--- config.mk ---
export PLATFORM = sky130hd
export DESIGN_NAME = rc_pwm_pulse_capture
export DESIGN_NICKNAME = d
export VERILOG_FILES = /design/src/rtl/rcpwm_pkg.sv /design/src/rtl/rcpwm_width.sv /design/src/rtl/rc_pwm_pulse_capture.sv
export SDC_FILE = /design/constraint.sdc
export NUM_CORES = 1
export LEC_CHECK = 0
export BUFFER_PORTS_ARGS = -buffer_cell sky130_fd_sc_hd__buf_2
export CAP_MARGIN = 20
export CORE_MARGIN = 3
export CORE_UTILIZATION = 38
export DETAILED_ROUTE_END_ITERATION = 10
export GPL_TIMING_DRIVEN = 1
export HOLD_SLACK_MARGIN = 0.08
export MAX_ROUTING_LAYER = met4
export PLACE_DENSITY = 0.56
export SYNTH_ARGS = -nofsm -noshare
export SYNTH_HDL_FRONTEND = slang
export SYNTH_SLANG_ARGS = --single-unit
--- constraint.sdc ---
create_clock -name clock -period 19.5 [get_ports clock]
set_input_delay 0.975 -clock clock [delete_from_list [all_inputs] [get_ports clock]]
set_output_delay 0.975 -clock clock [all_outputs]
set_load 0.01 [all_outputs]
--- src/rtl/rcpwm_pkg.sv ---
package rcpwm_pkg;

   // default channel count
   localparam int RCPWM_CHANNELS = 4;

   // register reset values
   localparam logic [7:0]  MIN_PULSES_RST = 8'd10;
   localparam logic [15:0] MIN_WIDTH_RST  = 16'd1000;
   localparam logic [15:0] MAX_WIDTH_RST  = 16'd2000;
   localparam logic [7:0]  US_PER_TICK_RST = 8'd4;

   localparam logic [7:0]  COUNT_MAX = 8'd255;

   // word widths on the streams
   localparam int REQ_DATA_W = 24;
   localparam int RSP_DATA_W = 24;
   localparam int CSR_DATA_W = 16;

   // number of channels that show up in good_mask
   localparam int MASK_W = 4;

   typedef enum logic {
      CMD_EDGE = 1'b0,
      CMD_TICK = 1'b1
   } cmd_type;

   typedef enum logic [1:0] {
      CSR_MIN_PULSES  = 2'd0,
      CSR_MIN_WIDTH   = 2'd1,
      CSR_MAX_WIDTH   = 2'd2,
      CSR_US_PER_TICK = 2'd3
   } csr_index_type;

   typedef struct packed {
      logic [7:0]  min_pulses;
      logic [15:0] min_width_us;
      logic [15:0] max_width_us;
      logic [7:0]  us_per_tick;
   } cfg_type;

   typedef struct packed {
      logic [15:0] width_us;
      logic        in_range;
   } meas_type;

endpackage

--- src/rtl/rcpwm_width.sv ---
module rcpwm_width
   import rcpwm_pkg::*;
(
   input  cfg_type     cfg,
   input  logic [15:0] start_time,
   input  logic [15:0] timer_value,
   output meas_type    meas
);

   logic [15:0] ticks;
   logic [23:0] product;

   always_comb begin
      ticks          = timer_value - start_time;       // wraps mod 2^16
      product        = ticks * {8'd0, cfg.us_per_tick};
      meas.width_us  = product[15:0];
      // inverted bounds accept nothing
      meas.in_range  = (product[15:0] >= cfg.min_width_us) &&
                       (product[15:0] <= cfg.max_width_us);
   end

endmodule

--- src/rtl/rc_pwm_pulse_capture.sv ---
// RC servo PWM pulse width capture, per-channel failsafe good flags.
// Path: a req word goes into the input reg, then into the result reg, which drives rsp.
// Throughput: 1 word per cycle while rsp is not stalled; per-channel state is updated
// as the result reg loads, so the next word in the input reg already sees it.
// Reset (sync, active high): all channels wait for rising edge, counts/widths zero,
// not good; registers return to 10 / 1000 / 2000 / 4.
module rc_pwm_pulse_capture
   import rcpwm_pkg::*;
#(
   parameter int CHANNELS = RCPWM_CHANNELS
)
(
   input  logic                  clock,
   input  logic                  reset,

   input  logic                  req_tvalid,
   output logic                  req_tready,
   // [1:0] channel, [2] rising, [18:3] timer_value, [23:19] zero
   input  logic [REQ_DATA_W-1:0] req_tdata,
   // [0] cmd
   input  logic                  req_tuser,

   output logic                  rsp_tvalid,
   input  logic                  rsp_tready,
   // [1:0] report_channel, [17:2] width_us, [18] width_updated,
   // [22:19] good_mask, [23] zero
   output logic [RSP_DATA_W-1:0] rsp_tdata,

   input  logic                  csr_valid,
   output logic                  csr_ready,
   input  logic [1:0]            csr_index,
   input  logic [CSR_DATA_W-1:0] csr_data
);

   localparam int MASK_N = (CHANNELS < MASK_W) ? CHANNELS : MASK_W;

   // ---------------- configuration registers ----------------
   cfg_type cfg_ff;

   assign csr_ready = 1'b1;

   always_ff @(posedge clock) begin
      if (reset) begin
         cfg_ff.min_pulses   <= MIN_PULSES_RST;
         cfg_ff.min_width_us <= MIN_WIDTH_RST;
         cfg_ff.max_width_us <= MAX_WIDTH_RST;
         cfg_ff.us_per_tick  <= US_PER_TICK_RST;
      end else if (csr_valid) begin
         unique case (csr_index_type'(csr_index))
            CSR_MIN_PULSES:  cfg_ff.min_pulses   <= csr_data[7:0];
            CSR_MIN_WIDTH:   cfg_ff.min_width_us <= csr_data;
            CSR_MAX_WIDTH:   cfg_ff.max_width_us <= csr_data;
            CSR_US_PER_TICK: cfg_ff.us_per_tick  <= csr_data[7:0];
            default: ;
         endcase
      end
   end

   // ---------------- input register ----------------
   logic        s1_valid_ff;
   logic        s1_cmd_ff;
   logic [1:0]  s1_ch_ff;
   logic        s1_rising_ff;
   logic [15:0] s1_time_ff;
   logic        advance;   // result reg free to load
   logic        fire;      // word in input reg is processed this cycle

   assign advance    = !rsp_tvalid || rsp_tready;
   assign fire       = s1_valid_ff && advance;
   assign req_tready = !s1_valid_ff || advance;

   always_ff @(posedge clock) begin
      if (reset) begin
         s1_valid_ff <= 1'b0;
      end else if (req_tready) begin
         s1_valid_ff <= req_tvalid;
      end
   end

   always_ff @(posedge clock) begin
      if (req_tready && req_tvalid) begin
         s1_cmd_ff    <= req_tuser;
         s1_ch_ff     <= req_tdata[1:0];
         s1_rising_ff <= req_tdata[2];
         s1_time_ff   <= req_tdata[18:3];
      end
   end

   // ---------------- per-channel state ----------------
   logic        expect_falling_ff [CHANNELS];
   logic [15:0] start_time_ff     [CHANNELS];
   logic [15:0] last_width_ff     [CHANNELS];
   logic [7:0]  pulse_count_ff    [CHANNELS];
   logic        good_ff           [CHANNELS];

   logic        expect_falling_in [CHANNELS];
   logic [15:0] start_time_in     [CHANNELS];
   logic [15:0] last_width_in     [CHANNELS];
   logic [7:0]  pulse_count_in    [CHANNELS];
   logic        good_in           [CHANNELS];

   // addressed channel, selected by one-hot compare
   logic        ch_hit;
   logic        sel_expect;
   logic [15:0] sel_start;
   logic [15:0] sel_last;
   meas_type    meas;
   logic        edge_update;

   always_comb begin
      ch_hit     = 1'b0;
      sel_expect = 1'b0;
      sel_start  = '0;
      sel_last   = '0;
      for (int c = 0; c < CHANNELS; c++) begin
         if (int'(s1_ch_ff) == c) begin
            ch_hit     = 1'b1;
            sel_expect = expect_falling_ff[c];
            sel_start  = start_time_ff[c];
            sel_last   = last_width_ff[c];
         end
      end
   end

   rcpwm_width u_width (
      .cfg         (cfg_ff),
      .start_time  (sel_start),
      .timer_value (s1_time_ff),
      .meas        (meas)
   );

   // falling edge on an armed channel with an in-bounds width
   assign edge_update = (s1_cmd_ff == CMD_EDGE) && ch_hit && sel_expect &&
                        !s1_rising_ff && meas.in_range;

   always_comb begin
      for (int c = 0; c < CHANNELS; c++) begin
         expect_falling_in[c] = expect_falling_ff[c];
         start_time_in[c]     = start_time_ff[c];
         last_width_in[c]     = last_width_ff[c];
         pulse_count_in[c]    = pulse_count_ff[c];
         good_in[c]           = good_ff[c];
         if (fire) begin
            if (s1_cmd_ff == CMD_TICK) begin
               // period end: judge each channel, short ones re-arm
               if (pulse_count_ff[c] < cfg_ff.min_pulses) begin
                  expect_falling_in[c] = 1'b0;
                  good_in[c]           = 1'b0;
               end else begin
                  good_in[c] = 1'b1;
               end
               pulse_count_in[c] = '0;
            end else if (int'(s1_ch_ff) == c) begin
               if (!expect_falling_ff[c]) begin
                  if (s1_rising_ff) begin
                     start_time_in[c]     = s1_time_ff;
                     expect_falling_in[c] = 1'b1;
                  end
               end else if (!s1_rising_ff) begin
                  expect_falling_in[c] = 1'b0;
                  if (meas.in_range) begin
                     last_width_in[c] = meas.width_us;
                     if (pulse_count_ff[c] != COUNT_MAX) begin
                        pulse_count_in[c] = pulse_count_ff[c] + 8'd1;
                     end
                  end
               end
               // wrong polarity: nothing changes
            end
         end
      end
   end

   always_ff @(posedge clock) begin
      if (reset) begin
         for (int c = 0; c < CHANNELS; c++) begin
            expect_falling_ff[c] <= 1'b0;
            start_time_ff[c]     <= '0;
            last_width_ff[c]     <= '0;
            pulse_count_ff[c]    <= '0;
            good_ff[c]           <= 1'b0;
         end
      end else begin
         for (int c = 0; c < CHANNELS; c++) begin
            expect_falling_ff[c] <= expect_falling_in[c];
            start_time_ff[c]     <= start_time_in[c];
            last_width_ff[c]     <= last_width_in[c];
            pulse_count_ff[c]    <= pulse_count_in[c];
            good_ff[c]           <= good_in[c];
         end
      end
   end

   // ---------------- result register ----------------
   logic [MASK_W-1:0]     good_mask;
   logic [1:0]            rep_ch;
   logic [15:0]           rep_width;
   logic                  rsp_valid_ff;
   logic [RSP_DATA_W-1:0] rsp_data_ff;
   logic [RSP_DATA_W-1:0] rsp_data_in;

   always_comb begin
      good_mask = '0;
      for (int c = 0; c < MASK_N; c++) begin
         good_mask[c] = good_in[c];   // flags after this word's update
      end
      if (s1_cmd_ff == CMD_TICK) begin
         rep_ch    = '0;
         rep_width = '0;
      end else begin
         rep_ch    = s1_ch_ff;
         // absent channel reports zero width
         rep_width = !ch_hit ? 16'd0 : (edge_update ? meas.width_us : sel_last);
      end
      rsp_data_in = {1'b0, good_mask, edge_update, rep_width, rep_ch};
   end

   always_ff @(posedge clock) begin
      if (reset) begin
         rsp_valid_ff <= 1'b0;
      end else if (advance) begin
         rsp_valid_ff <= s1_valid_ff;
      end
   end

   always_ff @(posedge clock) begin
      if (fire) begin
         rsp_data_ff <= rsp_data_in;
      end
   end

   assign rsp_tvalid = rsp_valid_ff;
   assign rsp_tdata  = rsp_data_ff;

   // ---------------- assertions ----------------
   logic counts_clear;

   always_comb begin
      counts_clear = 1'b1;
      for (int c = 0; c < CHANNELS; c++) begin
         if (pulse_count_ff[c] != '0) begin
            counts_clear = 1'b0;
         end
      end
   end

   // a tick leaves every count at zero
   a_tick_clears: assert property (@(posedge clock) disable iff (reset)
      fire && (s1_cmd_ff == CMD_TICK) |=> counts_clear)
      else $error("pulse counts not cleared by tick");

   // a tick result carries no channel, width or update flag
   a_tick_result: assert property (@(posedge clock) disable iff (reset)
      fire && (s1_cmd_ff == CMD_TICK) |=>
         rsp_tvalid && (rsp_tdata[18:0] == '0))
      else $error("tick result not zero");

   // a word held in the input reg is not dropped while the output stalls
   a_s1_hold: assert property (@(posedge clock) disable iff (reset)
      s1_valid_ff && !advance |=> s1_valid_ff && $stable(s1_time_ff) &&
         $stable(s1_ch_ff))
      else $error("input word lost under stall");

   // an update flag only comes from an edge word
   a_update_edge: assert property (@(posedge clock) disable iff (reset)
      fire && (s1_cmd_ff == CMD_TICK) |-> !edge_update)
      else $error("update flagged on tick");

endmodule

== Yosys cells after proc, flatten, opt, wreduce, memory -nomap -nowiden ==
Memory sizes are Yosys's and may differ from the RTL's.
Cells that the tools add are included.
Word-level totals
  bits in read-only memories: 0
  bits in registers: 93
  latch bits: 0
  memory bits (writable): 168
  memories: 5
  bits of input ports: 48
Memory list
  last_width_ff: words 4, bits a word 16, rd ports 4, clocked after memory_dff 0, wr ports 4, RTL line rc_pwm_pulse_capture.sv:92  | logic [15:0] last_width_ff [CHANNELS];
  start_time_ff: words 4, bits a word 16, rd ports 4, clocked after memory_dff 0, wr ports 4, RTL line rc_pwm_pulse_capture.sv:91  | logic [15:0] start_time_ff [CHANNELS];
  pulse_count_ff: words 4, bits a word 8, rd ports 4, clocked after memory_dff 0, wr ports 4, RTL line rc_pwm_pulse_capture.sv:93  | logic [7:0] pulse_count_ff [CHANNELS];
  expect_falling_ff: words 4, bits a word 1, rd ports 4, clocked after memory_dff 0, wr ports 4, RTL line rc_pwm_pulse_capture.sv:90  | logic expect_falling_ff [CHANNELS];
  good_ff: words 4, bits a word 1, rd ports 4, clocked after memory_dff 0, wr ports 4, RTL line rc_pwm_pulse_capture.sv:94  | logic good_ff [CHANNELS];
Cells by class
  reduce and logical (&&, ||, !) cells: 19
  mux-type cells: 141
  divide/modulo/power cells: 0
  add/sub/neg operators: 5
  multiply operators: 1
  shift operators: 0
  order comparisons: 6
  eq/ne operators: 10
  bitwise operators: 22
Operators with widths (count)
  $mux W16: 61
  $mux W8: 32
  $mux W1: 48
  $add A8 B1 Y8 const B: 4
  $lt A8 B8 Y1: 4
  $ne A8 B8 Y1 const B: 4
  $or A1 B1 Y1: 20
  $ge A16 B16 Y1: 1
  $le A16 B16 Y1: 1
  $mul A16 B8 Y16: 1
  $sub A16 B16 Y16: 1
  $eq A2 B2 Y1 const B: 4
  $reduce_and A2 Y1: 4
  $logic_and A1 B1 Y1: 7
  $eq A2 B1 Y1 const B: 2
  $logic_not A2 Y1: 2
  $logic_not A1 Y1: 3
  $logic_or A1 B1 Y1: 2
  $not A1 Y1: 2
  $reduce_or A2 Y1: 1

== Longest topological paths before layout ==
  depth after elaboration: 16
  mapped depth: 41
  depth with buffers taken out: 37

== Hierarchy ==
A second synthesis with hierarchy kept.
Unflattened totals
  cells, all modules: 1710
  area, all modules: 15747.6 sq um
Modules (own cells, without submodules)
  rc_pwm_pulse_capture: area an instance 11413.4 sq um, instances 1, cells each 1175
  rcpwm_width: area an instance 4334.2 sq um, instances 1, cells each 535

== Worst setup path after synthesis ==
Ideal clock, no wire load.
  kind: register to register
  start: register s1_ch_ff[0]
  end: register rsp_data_ff[10], in the netlist rsp_tdata[10] (data pin)
  path slack: 10057 ps
  library setup time: 266 ps
  arrival: 9177 ps
  cell stages (with the launch flop): 40
  data required time: 19234 ps
  buffers on the path: 4
  path through: edfxtp_1 buf_1 buf_1 mux4_2 inv_1 ha_1 nor2b_1 o31a_1 o21a_1 nor2_1 xnor2_1 nand2_1 fa_1 inv_1 fa_1 fa_1 inv_1 fa_1 [4 not listed] a21oi_1 nand4_1 a31oi_1 xor2_1 xnor2_1 xnor3_1 xnor2_1 ha_1 nand2_1 or3_1 nor3_1 a21oi_1 nor3_1 nand4b_1 buf_2 buf_1 mux2i_1 nor2_1
RTL lines
  start: declaration: RTL line rc_pwm_pulse_capture.sv:62  | logic [1:0] s1_ch_ff;
  start signal: assignment: RTL line rc_pwm_pulse_capture.sv:83  | s1_ch_ff <= req_tdata[1:0];
  end signal: assignment: RTL line rc_pwm_pulse_capture.sv:228  | rsp_data_ff <= rsp_data_in;
  end: declaration: RTL line rc_pwm_pulse_capture.sv:199  | logic [RSP_DATA_W-1:0] rsp_data_ff;

==> metrics.md <==
| Metric | Value |
|---|---|
| Clk Latency, worst-skew pair | 0.59 ns |
| Row count | 73 |
| CP Launch Type | flip-flop |
| Tot GR Track Use | around 18% |
| Fin area | around 18000 µm² |
| Status | finished, final reports clean |
| Max transition margin | 29.4% |
| Global route overflow | 0 |
| Pint | ~1.0 mW |
| Reg2reg setup slack | 8.52 ns |
| Data required time at the worst endpoint | 20.00 ns |
| Crit-path max cell delay | 0.63 ns |
| Max Cap Viol | 0 |
| Die ar. | 43500 µm² |
| Max Freq | approximately 91 MHz |
| Crit-path most repeated cell | fa_1 |
| Hold WS | approximately 0.45 ns |
| Reg2reg path depth | 38 |
| Worst vdd ir | just under 0.00007 V |
| Mapped Cells | 1711 |
| P_leak | 7.66 nW |
| CTS tree | done |
| Clk root buf | clkbuf_16 |
| Ports | 75 |
| Synth area leaders | dfxtp_1, edfxtp_1, ha_1, fa_1, nand2_1 |
| M3 GR Usage | 2.09% |
| First-pass GRT wire length | between 60 and 70 mm |
| CP max-delay cell | buf_4 |
| DRC | 0 |
| Switching Fraction | 30.2% |
| Power per Cell Area | about 84 nW/µm² |
| Post-synth top area share | 28.0% |
| Layout cells sized above 1 | 11.3% |
| Vias in the first global route | 11700 |
| Die H | 209 µm |
| N_diodes | 0 |
| Number of synthesized flops with an enable pin | 43 |
| Drt via density | around 5.2 |
| Area grow syn2layout | 12.3% |
| Die Span X | about 210 µm |
| Final nets | 1965 |
| Initial antenna violation count | 0 |
| DR WL/cell | 16.5 µm |
| Clk sink count | 261 |
| Clock-pin transition on the worst setup and hold timing paths | approximately 0.060 ns |
| DP Area | around 16000 µm² |
| Largest net degree at the start of global routing | 100 |
| Crit share post-route | a little under three fifths |
| 1st-iter DRT viols | 618 |
| Worst R2R End | pulse_count_ff[0][4]$_SDFFE_PP0P_ |
| Cell Area, Synth | 15600 µm² |
| Post-CTS Resized | 0 |
| Sw Pwr | roughly 0.44 mW |
| CTS Hold Bufs | 0 |
| Post-CTS Setup Inserts | 0 |
| CP delay by family, top | adder cells |
| Via count | 11900 |
| Gr busiest metal | met2 |
| Setup TNS | 0 ns |
| # H-tree levels | 1 |
| Final ANT Viol Nets | 0 |
| PortBufs | 67 |
| Syn Nets | 1923 |
| Num CTS Buffers | 30 |
| Met1 Use GR | a little under a quarter |
| Final setup vio count | 0 |
| Synth Register Bits | 261 |
| Flop pwr share | about two fifths |
| Hold Crit Depth | 2 |
| Final Skew | approximately 0.037 ns |
| Worst hold start | start_time_ff[1][5]$_SDFFE_PP0P_ |
| Clock Path Buffers | 3 |
| Total power | between 1 and 1.5 mW |
| Routing usage on met2 | 29.6% |
| Core area | 40100 µm² |
| Crit. End Element | flip-flop |
| CP bufs+invs | 6 |
| WP data arrival | around 11 ns |
| RSZ-0062 raised after global routing | no |
| FFs w/ async S/R, synth | 0% |
| Max-slew violations | 0 |
| Hold EP | start_time_ff[1][5]$_SDFFE_PP0P_ |
| Yosys top cell by area | dfxtp_1 |
| Final GP Congestion | 0.818 |
| Dpl hpwl | 26.5 mm |
| Clock network power share | between 40% and 50% |
| Minimum clock period after layout | 10.98 ns |
| Hold Crit Class | flip-flop to flip-flop |
| R2R Path Start | s1_ch_ff[0]$_DFFE_PP_ |
| Levels on crit path | 38 |
| Register area share after synthesis | 36.3% |
| Hold Vio Cnt, Final | 0 |
| Critical path type | flip-flop to flip-flop |
| Count of cell types in the netlist | 71 |
| Synth warn | 0 |
| DRT Pass-1 Iters | 5 |
| Comb pwr share | 21.3% |
| Crit path max fanout | 42 |
| Avg Cell Area, Syn | 9.12 µm² |
| Main synth FF type | dfxtp_1 |
| Final wirelength | 38.1 mm |
| Least-Margin Pin Slew | approximately 1.1 ns |
| Initial Util | 38.9% |
==> how the worst max path moves through the flow <==
stage | startpoint | end | slack [ns]
2_1_floorplan | s1_ch_ff[0]$_DFFE_PP_ | rsp_tdata[10]$_SDFFCE_PP0P_ | 10.06
3_3_place_gp | s1_ch_ff[0]$_DFFE_PP_ | pulse_count_ff[0][4]$_SDFFE_PP0P_ | 8.56
3_5_place_dp | s1_ch_ff[0]$_DFFE_PP_ | pulse_count_ff[0][4]$_SDFFE_PP0P_ | 8.44
4_1_cts | s1_ch_ff[0]$_DFFE_PP_ | pulse_count_ff[0][4]$_SDFFE_PP0P_ | 8.40
5_1_grt | s1_ch_ff[0]$_DFFE_PP_ | pulse_count_ff[0][2]$_SDFFE_PP0P_ | 7.76
6_report | s1_ch_ff[0]$_DFFE_PP_ | pulse_count_ff[0][4]$_SDFFE_PP0P_ | 8.52
==> synthesized netlist by cell type (13+ instances only) <==
master	count
a21o_1	37
a21oi_1	154
and2_1	57
clkbuf_1	65
dfxtp_1	218
edfxtp_1	43
fa_1	61
ha_1	103
inv_1	147
mux2i_1	82
mux4_2	33
nand2_1	284
nand2b_1	13
nand3_1	20
nand4_1	15
nor2_1	121
nor2b_1	18
o211ai_1	17
o21ai_0	34
or3_1	25
xnor2_1	27
==> worst min-delay path, stage by stage, from the launching register on <==
cell	delay [ns]
dfxtp_1	0.31
nand2_1	0.05
a21oi_1	0.05
==> sequential cells by signal, indices dropped and copies added, names as in the netlist, 2 cells and up <==
register and flops:
expect_falling_ff 4, rsp_tdata 23, s1_ch_ff 2, s1_time_ff 16
start_time_ff 64, cfg_ff 48, last_width_ff 64, pulse_count_ff 32
good_ff 4
==> power groups by stage <==
stage               Sequential (mW)  Combinational [mW]  Clock [mW]
floorplan                     0.575               0.217           0
global placement              0.579               0.307           0
detailed placement            0.580               0.314           0
CTS                           0.568               0.316       0.602
global route                  0.569               0.350       0.621
finish                        0.568               0.313       0.586
==> metrics by stage <==
stage | setup slack [ns] | cells | util (%)
2_1_floorplan | 10.06 | 1711 | -
3_3_place_gp | 8.56 | 2245 | 41.1
3_5_place_dp | 8.44 | 2246 | 41.1
4_1_cts | 8.40 | 2302 | 43.7
5_1_grt | 7.76 | 2302 | 43.7
6_report | 8.52 | 2302 | 43.7
==> cell usage in the layout (no fill, tap or decap), types with 27 or more instances in the layout <==
cell / count
inv_1: 147
ha_1: 103
fa_1: 61
clkbuf_16: 32
nand2_1: 284
a21o_1: 37
edfxtp_1: 43
dfxtp_1: 218
a21oi_1: 154
o21ai_0: 34
xnor2_1: 27
mux4_2: 33
mux2i_1: 82
and2_1: 57
nor2_1: 121
buf_2: 66
==> layout make-up <==
cell class,count,area (µm²)
timing repair buffer,91,518
tap,525,657
multi-input combinational,1221,9090
clock inverter,14,170
clock buffer,42,868
sequential,261,5660
inverter,148,556
fill,3850,22600
==> routing by layer <==
metal  routed length (µm)  part of all wire, %
met1                17800                   47
met2                18300                   48
met3                 1150                  3.0
met4                  847                  2.2
met5                    0                    0
==> cell families after synthesis <==
logic type | synth area share [%]
and+or+nand+nor | 17.9
AOI/OAI and AO/OA | 11.3
DFF | 36.3
buffers and inverters | 5.60
adders and majority gates | 16.1
muxes | 10.1
xor gates and xnor gates | 2.65
other | 0.0481
Note: power is estimated with default switching activity, not from simulation.
